`src/sv/bsem_pkg.sv`:
```
// Shared types and constants for the boxcar smoother / extremum marker.
// Holds the command word passed from the front end to the back end through the queue.
// No dependencies.
package bsem_pkg;

    localparam int SAMPLE_W    = 16;   // width of the sample field on the input stream
    localparam int POSITION_W  = 12;   // width of the position field on the output stream
    localparam int SMOOTHED_W  = 16;   // width of the smoothed field on the output stream

    localparam int CNT_W       = 5;    // holds item counts and chain offsets up to 31
    localparam int QUEUE_DEPTH = 4;
    localparam int QCNT_W      = $clog2(QUEUE_DEPTH + 1);

    // Per-sample command: what the back end has to do with one queue entry
    typedef struct packed {
        logic             avg;      // window full, smoothed value is the mean
        logic             upd;      // shift prev/cur smoothed values
        logic             seq_end;  // final sample, flush and restart
        logic [CNT_W-1:0] skip;     // leading chain entries to drop before emitting
        logic [CNT_W-1:0] count;    // output items caused by this sample
    } bsem_cmd_t;

endpackage

```
`src/sv/bsem_queue.sv`:
```
// Small register FIFO between the front and back ends.
// Generic width and depth; no package dependency.
module bsem_queue #(
    parameter int WIDTH = 8,
    parameter int DEPTH = 4
) (
    input  logic                       clk,
    input  logic                       rst_n,
    input  logic                       push,
    input  logic [WIDTH-1:0]           push_data,
    input  logic                       pop,
    output logic [WIDTH-1:0]           pop_data,
    output logic                       empty,
    output logic [$clog2(DEPTH+1)-1:0] count
);

    localparam int PTR_W = (DEPTH > 1) ? $clog2(DEPTH) : 1;
    localparam int CNT_W = $clog2(DEPTH + 1);

    logic [WIDTH-1:0] mem_reg [DEPTH];
    logic [PTR_W-1:0] wr_ptr_reg, wr_ptr_next;
    logic [PTR_W-1:0] rd_ptr_reg, rd_ptr_next;
    logic [CNT_W-1:0] count_reg, count_next;

    function automatic logic [PTR_W-1:0] ptr_inc(input logic [PTR_W-1:0] p);
        logic [PTR_W-1:0] r;
        if (p == PTR_W'(DEPTH - 1))
            r = '0;
        else
            r = p + 1'b1;
        return r;
    endfunction

    always_comb
    begin
        wr_ptr_next = push ? ptr_inc(wr_ptr_reg) : wr_ptr_reg;
        rd_ptr_next = pop ? ptr_inc(rd_ptr_reg) : rd_ptr_reg;
        count_next  = count_reg;
        if (push && !pop)
            count_next = count_reg + 1'b1;
        else if (pop && !push)
            count_next = count_reg - 1'b1;
    end

    always_ff @(posedge clk or negedge rst_n)
    begin
        if (!rst_n)
        begin
            wr_ptr_reg <= '0;
            rd_ptr_reg <= '0;
            count_reg  <= '0;
        end
        else
        begin
            wr_ptr_reg <= wr_ptr_next;
            rd_ptr_reg <= rd_ptr_next;
            count_reg  <= count_next;
        end
    end

    always_ff @(posedge clk)
    begin
        if (push)
            mem_reg[wr_ptr_reg] <= push_data;
    end

    assign pop_data = mem_reg[rd_ptr_reg];
    assign empty    = (count_reg == '0);
    assign count    = count_reg;

endmodule

```
`src/sv/bsem_front.sv`:
```
// Front end: takes samples, keeps the sample window and running sum, classifies each
// sample into a command and computes the window mean (reciprocal multiply). Uses bsem_pkg.
module bsem_front #(
    parameter int HALF_WINDOW = 5,
    parameter int SW          = 16
) (
    input  logic                          clk,
    input  logic                          rst_n,
    input  logic                          in_valid,
    output logic                          in_ready,
    input  logic [SW-1:0]                 in_sample,
    input  logic                          in_end,
    input  logic [bsem_pkg::QCNT_W-1:0]   q_count,
    output logic                          push,
    output logic [$bits(bsem_pkg::bsem_cmd_t)+SW*(HALF_WINDOW+1)-1:0] push_data
);

    localparam int WIN    = 2 * HALF_WINDOW + 1;
    localparam int RING   = WIN + 1;
    localparam int SEEN_W = $clog2(RING + 1);
    localparam int SUM_W  = SW + $clog2(WIN);
    localparam int PROD_W = 2 * SUM_W;
    localparam int SNAP   = HALF_WINDOW + 1;
    localparam int CW     = bsem_pkg::CNT_W;
    localparam logic [SUM_W-1:0] RECIP = SUM_W'((64'd1 << SUM_W) / WIN);

    logic [SW-1:0]     ring_reg [WIN];
    logic [SW-1:0]     ring_next [WIN];
    logic [SW-1:0]     shifted [WIN];
    logic [SUM_W-1:0]  sum_reg, sum_next, sum_upd;
    logic [SEEN_W-1:0] seen_reg, seen_next, seen_inc;
    logic              accept;
    logic [bsem_pkg::QCNT_W:0] credit;
    bsem_pkg::bsem_cmd_t cmd;
    logic [CW-1:0]     fill, head;

    // stage 1: updated sum and window snapshot
    logic                s1_valid_reg;
    bsem_pkg::bsem_cmd_t s1_cmd_reg;
    logic [SUM_W-1:0]    s1_sum_reg;
    logic [SW-1:0]       s1_snap_reg [SNAP];
    // stage 2: sum times reciprocal
    logic                s2_valid_reg;
    bsem_pkg::bsem_cmd_t s2_cmd_reg;
    logic [SUM_W-1:0]    s2_sum_reg;
    logic [PROD_W-1:0]   s2_prod_reg;
    logic [SW-1:0]       s2_snap_reg [SNAP];

    logic [SUM_W-1:0]    quot_est, quot, rem;
    logic [SW-1:0]       next_val;
    logic [SW*HALF_WINDOW-1:0] tail;

    // Credit check: the queue must have room for everything still in the pipe
    always_comb
    begin
        credit = {1'b0, q_count}
               + (bsem_pkg::QCNT_W+1)'(s1_valid_reg)
               + (bsem_pkg::QCNT_W+1)'(s2_valid_reg);
        in_ready = (credit < (bsem_pkg::QCNT_W+1)'(bsem_pkg::QUEUE_DEPTH));
    end

    assign accept = in_valid && in_ready;

    always_comb
    begin
        sum_upd  = sum_reg + SUM_W'(in_sample) - SUM_W'(ring_reg[WIN-1]);
        seen_inc = (seen_reg < SEEN_W'(RING)) ? seen_reg + 1'b1 : seen_reg;
        shifted[0] = in_sample;
        for (int i = 1; i < WIN; i++)
            shifted[i] = ring_reg[i-1];

        ring_next = ring_reg;
        sum_next  = sum_reg;
        seen_next = seen_reg;
        if (accept)
        begin
            if (in_end)
            begin
                for (int i = 0; i < WIN; i++)
                    ring_next[i] = '0;
                sum_next  = '0;
                seen_next = '0;
            end
            else
            begin
                ring_next = shifted;
                sum_next  = sum_upd;
                seen_next = seen_inc;
            end
        end

        // classification by how many samples of this sequence are in
        fill = (seen_inc < SEEN_W'(HALF_WINDOW + 1)) ? CW'(seen_inc) : CW'(HALF_WINDOW + 1);
        head = (seen_inc < SEEN_W'(HALF_WINDOW + 2)) ? CW'(seen_inc) : CW'(HALF_WINDOW + 2);
        cmd.avg     = (seen_inc >= SEEN_W'(WIN));
        cmd.upd     = (seen_inc >= SEEN_W'(HALF_WINDOW + 1));
        cmd.seq_end = in_end;
        cmd.count   = CW'(seen_inc >= SEEN_W'(HALF_WINDOW + 2)) + (in_end ? fill : '0);
        cmd.skip    = in_end ? CW'(HALF_WINDOW + 2) - head : '0;
    end

    always_ff @(posedge clk or negedge rst_n)
    begin
        if (!rst_n)
        begin
            for (int i = 0; i < WIN; i++)
                ring_reg[i] <= '0;
            sum_reg      <= '0;
            seen_reg     <= '0;
            s1_valid_reg <= 1'b0;
            s2_valid_reg <= 1'b0;
        end
        else
        begin
            ring_reg     <= ring_next;
            sum_reg      <= sum_next;
            seen_reg     <= seen_next;
            s1_valid_reg <= accept;
            s2_valid_reg <= s1_valid_reg;
        end
    end

    always_ff @(posedge clk)
    begin
        if (accept)
        begin
            s1_cmd_reg <= cmd;
            s1_sum_reg <= sum_upd;
            for (int i = 0; i < SNAP; i++)
                s1_snap_reg[i] <= shifted[i];
        end
        s2_cmd_reg  <= s1_cmd_reg;
        s2_sum_reg  <= s1_sum_reg;
        s2_prod_reg <= PROD_W'(s1_sum_reg) * PROD_W'(RECIP);
        s2_snap_reg <= s1_snap_reg;
    end

    // Reciprocal estimate is low by at most one; one compare fixes it
    always_comb
    begin
        quot_est = s2_prod_reg[PROD_W-1 -: SUM_W];
        rem      = s2_sum_reg - SUM_W'(quot_est * SUM_W'(WIN));
        quot     = (rem >= SUM_W'(WIN)) ? quot_est + 1'b1 : quot_est;
        next_val = s2_cmd_reg.avg ? quot[SW-1:0] : s2_snap_reg[HALF_WINDOW];
        for (int i = 0; i < HALF_WINDOW; i++)
            tail[i*SW +: SW] = s2_snap_reg[i];
    end

    assign push      = s2_valid_reg;
    assign push_data = {s2_cmd_reg, next_val, tail};

endmodule

```
`src/sv/bsem_back.sv`:
```
// Back end: pops commands, builds the chain of smoothed points and emits, unless stalled,
// one output item per cycle with peak/valley flags into an output register. Uses bsem_pkg.
module bsem_back #(
    parameter int HALF_WINDOW = 5,
    parameter int SW          = 16,
    parameter int MAX_LEN     = 4096
) (
    input  logic                                  clk,
    input  logic                                  rst_n,
    input  logic                                  q_empty,
    input  logic [$bits(bsem_pkg::bsem_cmd_t)+SW*(HALF_WINDOW+1)-1:0] q_data,
    output logic                                  q_pop,
    output logic                                  out_valid,
    input  logic                                  out_ready,
    output logic [bsem_pkg::POSITION_W-1:0]       out_position,
    output logic [bsem_pkg::SMOOTHED_W-1:0]       out_smoothed,
    output logic                                  out_peak,
    output logic                                  out_valley,
    output logic                                  out_last
);

    localparam int CMD_W   = $bits(bsem_pkg::bsem_cmd_t);
    localparam int ENTRY_W = CMD_W + SW * (HALF_WINDOW + 1);
    localparam int CHAIN_N = HALF_WINDOW + 3;
    localparam int CHAIN_W = CHAIN_N * SW;
    localparam int POS_W   = $clog2(MAX_LEN);
    localparam int CW      = bsem_pkg::CNT_W;

    bsem_pkg::bsem_cmd_t       cmd;
    logic [SW-1:0]             q_next;
    logic [SW*HALF_WINDOW-1:0] q_tail;
    logic [CHAIN_W-1:0]        c_vec, chain_load;

    logic [CHAIN_W-1:0] chain_reg, chain_next;
    logic [CW-1:0]      rem_reg, rem_next;
    logic               end_reg, end_next;
    logic [SW-1:0]      prev_reg, prev_next;
    logic [SW-1:0]      cur_reg, cur_next;
    logic [POS_W-1:0]   pos_reg, pos_next;
    logic               started_reg, started_next;
    logic               out_valid_reg, out_valid_next;
    logic [POS_W-1:0]   out_pos_reg;
    logic [SW-1:0]      out_val_reg;
    logic               out_peak_reg, out_valley_reg, out_last_reg;

    logic               emit_fire, last, flaggable;
    logic [SW-1:0]      v, pv, nv;

    always_comb
    begin
        cmd    = q_data[ENTRY_W-1 -: CMD_W];
        q_next = q_data[SW*HALF_WINDOW +: SW];
        q_tail = q_data[SW*HALF_WINDOW-1:0];

        // chain: prev, cur, next, then raw samples oldest first
        c_vec = '0;
        c_vec[0 +: SW]    = prev_reg;
        c_vec[SW +: SW]   = cur_reg;
        c_vec[2*SW +: SW] = q_next;
        for (int j = 0; j < HALF_WINDOW; j++)
            c_vec[(HALF_WINDOW + 2 - j)*SW +: SW] = q_tail[j*SW +: SW];
        chain_load = c_vec >> (SW * int'(cmd.skip));
    end

    always_comb
    begin
        v  = chain_reg[SW +: SW];
        pv = chain_reg[0 +: SW];
        nv = chain_reg[2*SW +: SW];

        emit_fire = (rem_reg != '0) && (!out_valid_reg || out_ready);
        last      = end_reg && (rem_reg == CW'(1));
        flaggable = started_reg && !last;
        q_pop     = !q_empty && ((rem_reg == '0) || ((rem_reg == CW'(1)) && emit_fire));

        chain_next = chain_reg;
        rem_next   = rem_reg;
        end_next   = end_reg;
        prev_next  = prev_reg;
        cur_next   = cur_reg;
        if (q_pop)
        begin
            chain_next = chain_load;
            rem_next   = cmd.count;
            end_next   = cmd.seq_end;
            if (cmd.seq_end)
            begin
                prev_next = '0;
                cur_next  = '0;
            end
            else if (cmd.upd)
            begin
                prev_next = cur_reg;
                cur_next  = q_next;
            end
        end
        else if (emit_fire)
        begin
            chain_next = chain_reg >> SW;
            rem_next   = rem_reg - 1'b1;
        end

        pos_next       = pos_reg;
        started_next   = started_reg;
        out_valid_next = out_valid_reg;
        if (emit_fire)
        begin
            out_valid_next = 1'b1;
            if (last)
            begin
                pos_next     = '0;
                started_next = 1'b0;
            end
            else
            begin
                pos_next     = (pos_reg == POS_W'(MAX_LEN - 1)) ? '0 : pos_reg + 1'b1;
                started_next = 1'b1;
            end
        end
        else if (out_ready)
            out_valid_next = 1'b0;
    end

    always_ff @(posedge clk or negedge rst_n)
    begin
        if (!rst_n)
        begin
            rem_reg       <= '0;
            end_reg       <= 1'b0;
            prev_reg      <= '0;
            cur_reg       <= '0;
            pos_reg       <= '0;
            started_reg   <= 1'b0;
            out_valid_reg <= 1'b0;
        end
        else
        begin
            rem_reg       <= rem_next;
            end_reg       <= end_next;
            prev_reg      <= prev_next;
            cur_reg       <= cur_next;
            pos_reg       <= pos_next;
            started_reg   <= started_next;
            out_valid_reg <= out_valid_next;
        end
    end

    always_ff @(posedge clk)
    begin
        chain_reg <= chain_next;
        if (emit_fire)
        begin
            out_pos_reg    <= pos_reg;
            out_val_reg    <= v;
            out_peak_reg   <= flaggable && (v > pv) && (v > nv);
            out_valley_reg <= flaggable && (v < pv) && (v < nv);
            out_last_reg   <= last;
        end
    end

    assign out_valid    = out_valid_reg;
    assign out_position = bsem_pkg::POSITION_W'(out_pos_reg);
    assign out_smoothed = bsem_pkg::SMOOTHED_W'(out_val_reg);
    assign out_peak     = out_peak_reg;
    assign out_valley   = out_valley_reg;
    assign out_last     = out_last_reg;

endmodule

```
`src/sv/boxcar_smoother_extremum_marker.sv`:
```
// Top level of the boxcar smoother with peak/valley marking.
// Instantiates bsem_front, bsem_queue and bsem_back; uses bsem_pkg.
//
// Accepts one sample per clock while the queue has room and sustains one output item
// per clock while m_axis_tready is high. Each sample with HALF_WINDOW neighbors on both
// sides comes out as the truncated mean of the 2*HALF_WINDOW+1 centered samples; edge
// samples come out raw. The item for position n is released by sample n+HALF_WINDOW+1
// and passes the two-stage reciprocal-multiply divider, queue and output register. The
// sample marked tlast releases its own item plus the remaining HALF_WINDOW+1 (or fewer,
// for a short run) items, one per cycle from the back end while the output is not
// stalled; input keeps flowing meanwhile until the four-entry command queue fills. The
// last item of a run carries tlast, and the next sample starts a new run at position 0.
module boxcar_smoother_extremum_marker #(
    parameter int HALF_WINDOW = 5,
    parameter int SAMPLE_BITS = 16,
    parameter int MAX_LEN     = 4096
) (
    input  logic        clk,
    input  logic        rst_n,
    input  logic        s_axis_tvalid,
    output logic        s_axis_tready,
    input  logic [15:0] s_axis_tdata,   // [15:0] sample
    input  logic        s_axis_tlast,   // seq_end
    output logic        m_axis_tvalid,
    input  logic        m_axis_tready,
    output logic [31:0] m_axis_tdata,   // [11:0] position, [27:12] smoothed, zero pad
    output logic [1:0]  m_axis_tuser,   // [0] is_peak, [1] is_valley
    output logic        m_axis_tlast    // run_end
);

    localparam int SW      = (SAMPLE_BITS < bsem_pkg::SAMPLE_W) ? SAMPLE_BITS
                                                                : bsem_pkg::SAMPLE_W;
    localparam int ENTRY_W = $bits(bsem_pkg::bsem_cmd_t) + SW * (HALF_WINDOW + 1);

    logic                              push, pop, q_empty;
    logic [ENTRY_W-1:0]                push_data, pop_data;
    logic [bsem_pkg::QCNT_W-1:0]       q_count;
    logic [bsem_pkg::POSITION_W-1:0]   position;
    logic [bsem_pkg::SMOOTHED_W-1:0]   smoothed;
    logic                              is_peak, is_valley;

    bsem_front #(
        .HALF_WINDOW (HALF_WINDOW),
        .SW          (SW)
    ) u_front (
        .clk       (clk),
        .rst_n     (rst_n),
        .in_valid  (s_axis_tvalid),
        .in_ready  (s_axis_tready),
        .in_sample (s_axis_tdata[SW-1:0]),
        .in_end    (s_axis_tlast),
        .q_count   (q_count),
        .push      (push),
        .push_data (push_data)
    );

    bsem_queue #(
        .WIDTH (ENTRY_W),
        .DEPTH (bsem_pkg::QUEUE_DEPTH)
    ) u_queue (
        .clk       (clk),
        .rst_n     (rst_n),
        .push      (push),
        .push_data (push_data),
        .pop       (pop),
        .pop_data  (pop_data),
        .empty     (q_empty),
        .count     (q_count)
    );

    bsem_back #(
        .HALF_WINDOW (HALF_WINDOW),
        .SW          (SW),
        .MAX_LEN     (MAX_LEN)
    ) u_back (
        .clk          (clk),
        .rst_n        (rst_n),
        .q_empty      (q_empty),
        .q_data       (pop_data),
        .q_pop        (pop),
        .out_valid    (m_axis_tvalid),
        .out_ready    (m_axis_tready),
        .out_position (position),
        .out_smoothed (smoothed),
        .out_peak     (is_peak),
        .out_valley   (is_valley),
        .out_last     (m_axis_tlast)
    );

    assign m_axis_tdata = {4'b0000, smoothed, position};
    assign m_axis_tuser = {is_valley, is_peak};

endmodule

```
`config.mk`:
```
export PLATFORM = sky130hd
export DESIGN_NAME = boxcar_smoother_extremum_marker
export DESIGN_NICKNAME = d
export VERILOG_FILES = /design/src/sv/bsem_pkg.sv /design/src/sv/bsem_queue.sv /design/src/sv/bsem_front.sv /design/src/sv/bsem_back.sv /design/src/sv/boxcar_smoother_extremum_marker.sv
export SDC_FILE = /design/constraint.sdc
export NUM_CORES = 2
export LEC_CHECK = 0
export BUFFER_PORTS_ARGS = -buffer_cell sky130_fd_sc_hd__clkbuf_2
export CAP_MARGIN = 20
export CORE_MARGIN = 2
export CORE_UTILIZATION = 58
export DETAILED_ROUTE_END_ITERATION = 8
export GPL_ROUTABILITY_DRIVEN = 0
export PLACE_DENSITY = 0.8
export SYNTH_ARGS = -nofsm -noshare
export SYNTH_HDL_FRONTEND = slang
export SYNTH_SLANG_ARGS = --single-unit
```
`constraint.sdc`:
```
create_clock -name clk -period 14.4 [get_ports clk]
set_clock_uncertainty 0.1 [all_clocks]
set_input_delay 2.88 -clock clk [delete_from_list [all_inputs] [get_ports clk]]
set_output_delay 2.88 -clock clk [all_outputs]
set_load 0.03 [all_outputs]
```
==> metrics.csv <==
metric;value;unit
fp.dieW;308;um
viasPerCell;6.04;
cts-htree-levels;3;
rows;111;
synth-seq-cells;1121;
syn_area_per_cell;12.6;um^2
cts_resized;0;
antenna_found_initial;2;
grt_max_degree;137;
cts_root_buf;clkbuf_16;
period_share;45.9;%
ys_seq_area_share;57.7;%
grt_pass1_wl;190000;um
largest_reg_flops;428;
grt_overflow_total;0;
areaGrowthSynthToFinish;9.38;%
async_reset_ff_share;23.3;%
drtIter0Drc;4109;
diodes;0;
final_common_cell;edfxtp_1;
synth_warnings;0;
yosysUniqueCellTypes;86;
coreArea;0.0915;mm^2
antenna_left;0;
final_cell_mix;edfxtp_1, nand2_1, inv_1, o21ai_0, ha_1;
clk_latency;720;ps
post_drt_wl_per_cell;21.9;um
layout.nets;4739;
rsz0062_at_grt;no;
worstMarginPinSlew;1160;ps
grt_pass1_vias;33200;
finalCriticalPeriod;6600;ps
port_buffers;53;
fp.dieH;308;um
die_area;0.0948;mm^2
slew_violations;0;
netlist_instances;4258;
hold_violations;0;
cts_hold_buf;0;
routed-via-count;33400;
io_pins;58;
cp.arrival;7100;ps
clkSlewWorstSetupHoldPaths;60;ps
first_pass_iters;6;
fillerInstances;6331;
finalSetupTns;0;ps
synthFlopType;edfxtp_1;
cts_sinks;1121;
setup_viol;0;
post_route_cells_drive_above_1_share;9.95;%
dp_hpwl;77400;um
post-cts-setup-buffers;0;
wl;121000;um
max_freq;0.151;GHz
cts_buffer_depth;3;
drc;0;
synth-edff-count;715;
min_path_type;register to register;
synth_area;0.0536;mm^2
initial_core_util;58.5;%
max-slew-margin-rel;22.5;%
endpoint_kind;register;
setup.worst_path.start_class;register;
rrSetupSlack;7800;ps
cts_tree;built;
max_cap_viol_count;0;
worst-endpoint-required;14890;ps
path_class;register to register;
grtUsageTotal;25.9;%
status;complete, no violations;
cts_buffers;106;
critical_path.max_fanout;11;
-- area by class of cell --
class | count | area (um^2) | area share, %
clock buffers | 142 | 2950 | 5.03
clock inverters | 60 | 699 | 1.19
inverters | 371 | 1400 | 2.39
multi-input cells | 2562 | 20500 | 35.0
flip-flops and latches | 1121 | 30900 | 52.8
well taps | 1186 | 1480 | 2.53
repair buffers | 95 | 626 | 1.07
-- routing by layer --
layer / share of wire (%) / GRT usage, %
met5: 0.026 / 0
met4: 3.2 / 8.08
met3: 7.8 / 4.84
met2: 49 / 42.6
met1: 40 / 35.3
-- Yosys cell counts (all sizes together), types with 85 or more instances --
| cell | n | area share, % |
|---|---|---|
| edfxtp | 715 | 40 |
| nand2 | 612 | 4.3 |
| inv | 371 | 2.6 |
| o21ai | 323 | 3.0 |
| ha | 287 | 6.7 |
| dfrtp | 261 | 12 |
| a21oi | 184 | 1.8 |
| nand2b | 178 | 2.1 |
| fa | 174 | 6.5 |
| clkbuf | 156 | 1.1 |
| dfxtp | 145 | 5.4 |
| mux4 | 102 | 4.3 |
| a22o | 85 | 1.4 |
| nor2 | 85 | 0.60 |
-- stage by stage --
step / util (%) / hold slack (ps) / std cells / worst slack [ps] / instance area (um^2)
3_5_place_dp: 60.0 / 227 / 5334 / 7750 / 54900
2_1_floorplan: - / 223 / 4263 / 6750 / 53600
6_report: 64.0 / 221 / 5537 / 7800 / 58600
4_1_cts: 64.0 / 217 / 5536 / 7840 / 58600
3_3_place_gp: 60.0 / 224 / 5334 / 7820 / 54900
5_1_grt: 64.0 / 235 / 5537 / 7450 / 58600
-- critical path, stage by stage, from the launching register on --
cell and delay, ps:
edfxtp_1 780, fa_1 550, ha_1 290, inv_1 50, fa_1 500, inv_1 50
fa_1 490, fa_1 490, inv_1 50, fa_1 470, inv_1 50, ha_1 310
nand4_1 110, a211oi_1 260, o21ai_0 220, nor4bb_1 220, o31ai_1 670, nand3_1 140
a21oi_1 340, o22ai_1 170, xnor2_1 150
-- worst paths after layout --
path / from / end / cells past startpoint
worst max register to register: u_front.s1_sum_reg[12] / u_front.s2_prod_reg[35] / 20
worst max-delay path: u_front.s1_sum_reg[12] / u_front.s2_prod_reg[35] / 20
worst min-delay path: u_front.s1_snap_reg[70] / u_front.push_data[22] / 0
max in group asynchronous: rst_n / u_front.ring_reg[0] / 2
min in group asynchronous: rst_n / u_back.pos_reg[7] / 1
worst min register to register: u_front.s1_snap_reg[70] / u_front.push_data[22] / 0
-- cells by family after synthesis --
| kind of cell | after synthesis | synth area share (%) |
|---|---|---|
| muxes | 152 | 5.28 |
| xor gates and xnor gates | 58 | 0.948 |
| AOI/OAI and AO/OA | 815 | 9.52 |
| buffers and inverters | 580 | 4.19 |
| adders and majority gates | 461 | 13.2 |
| DFF | 1121 | 57.7 |
| other | 1 | 0.00700 |
| and+or+nand+nor | 1070 | 9.16 |
Power is not shown: default switching activity piles up to over one toggle a cycle in this logic, so the estimate is an artifact.
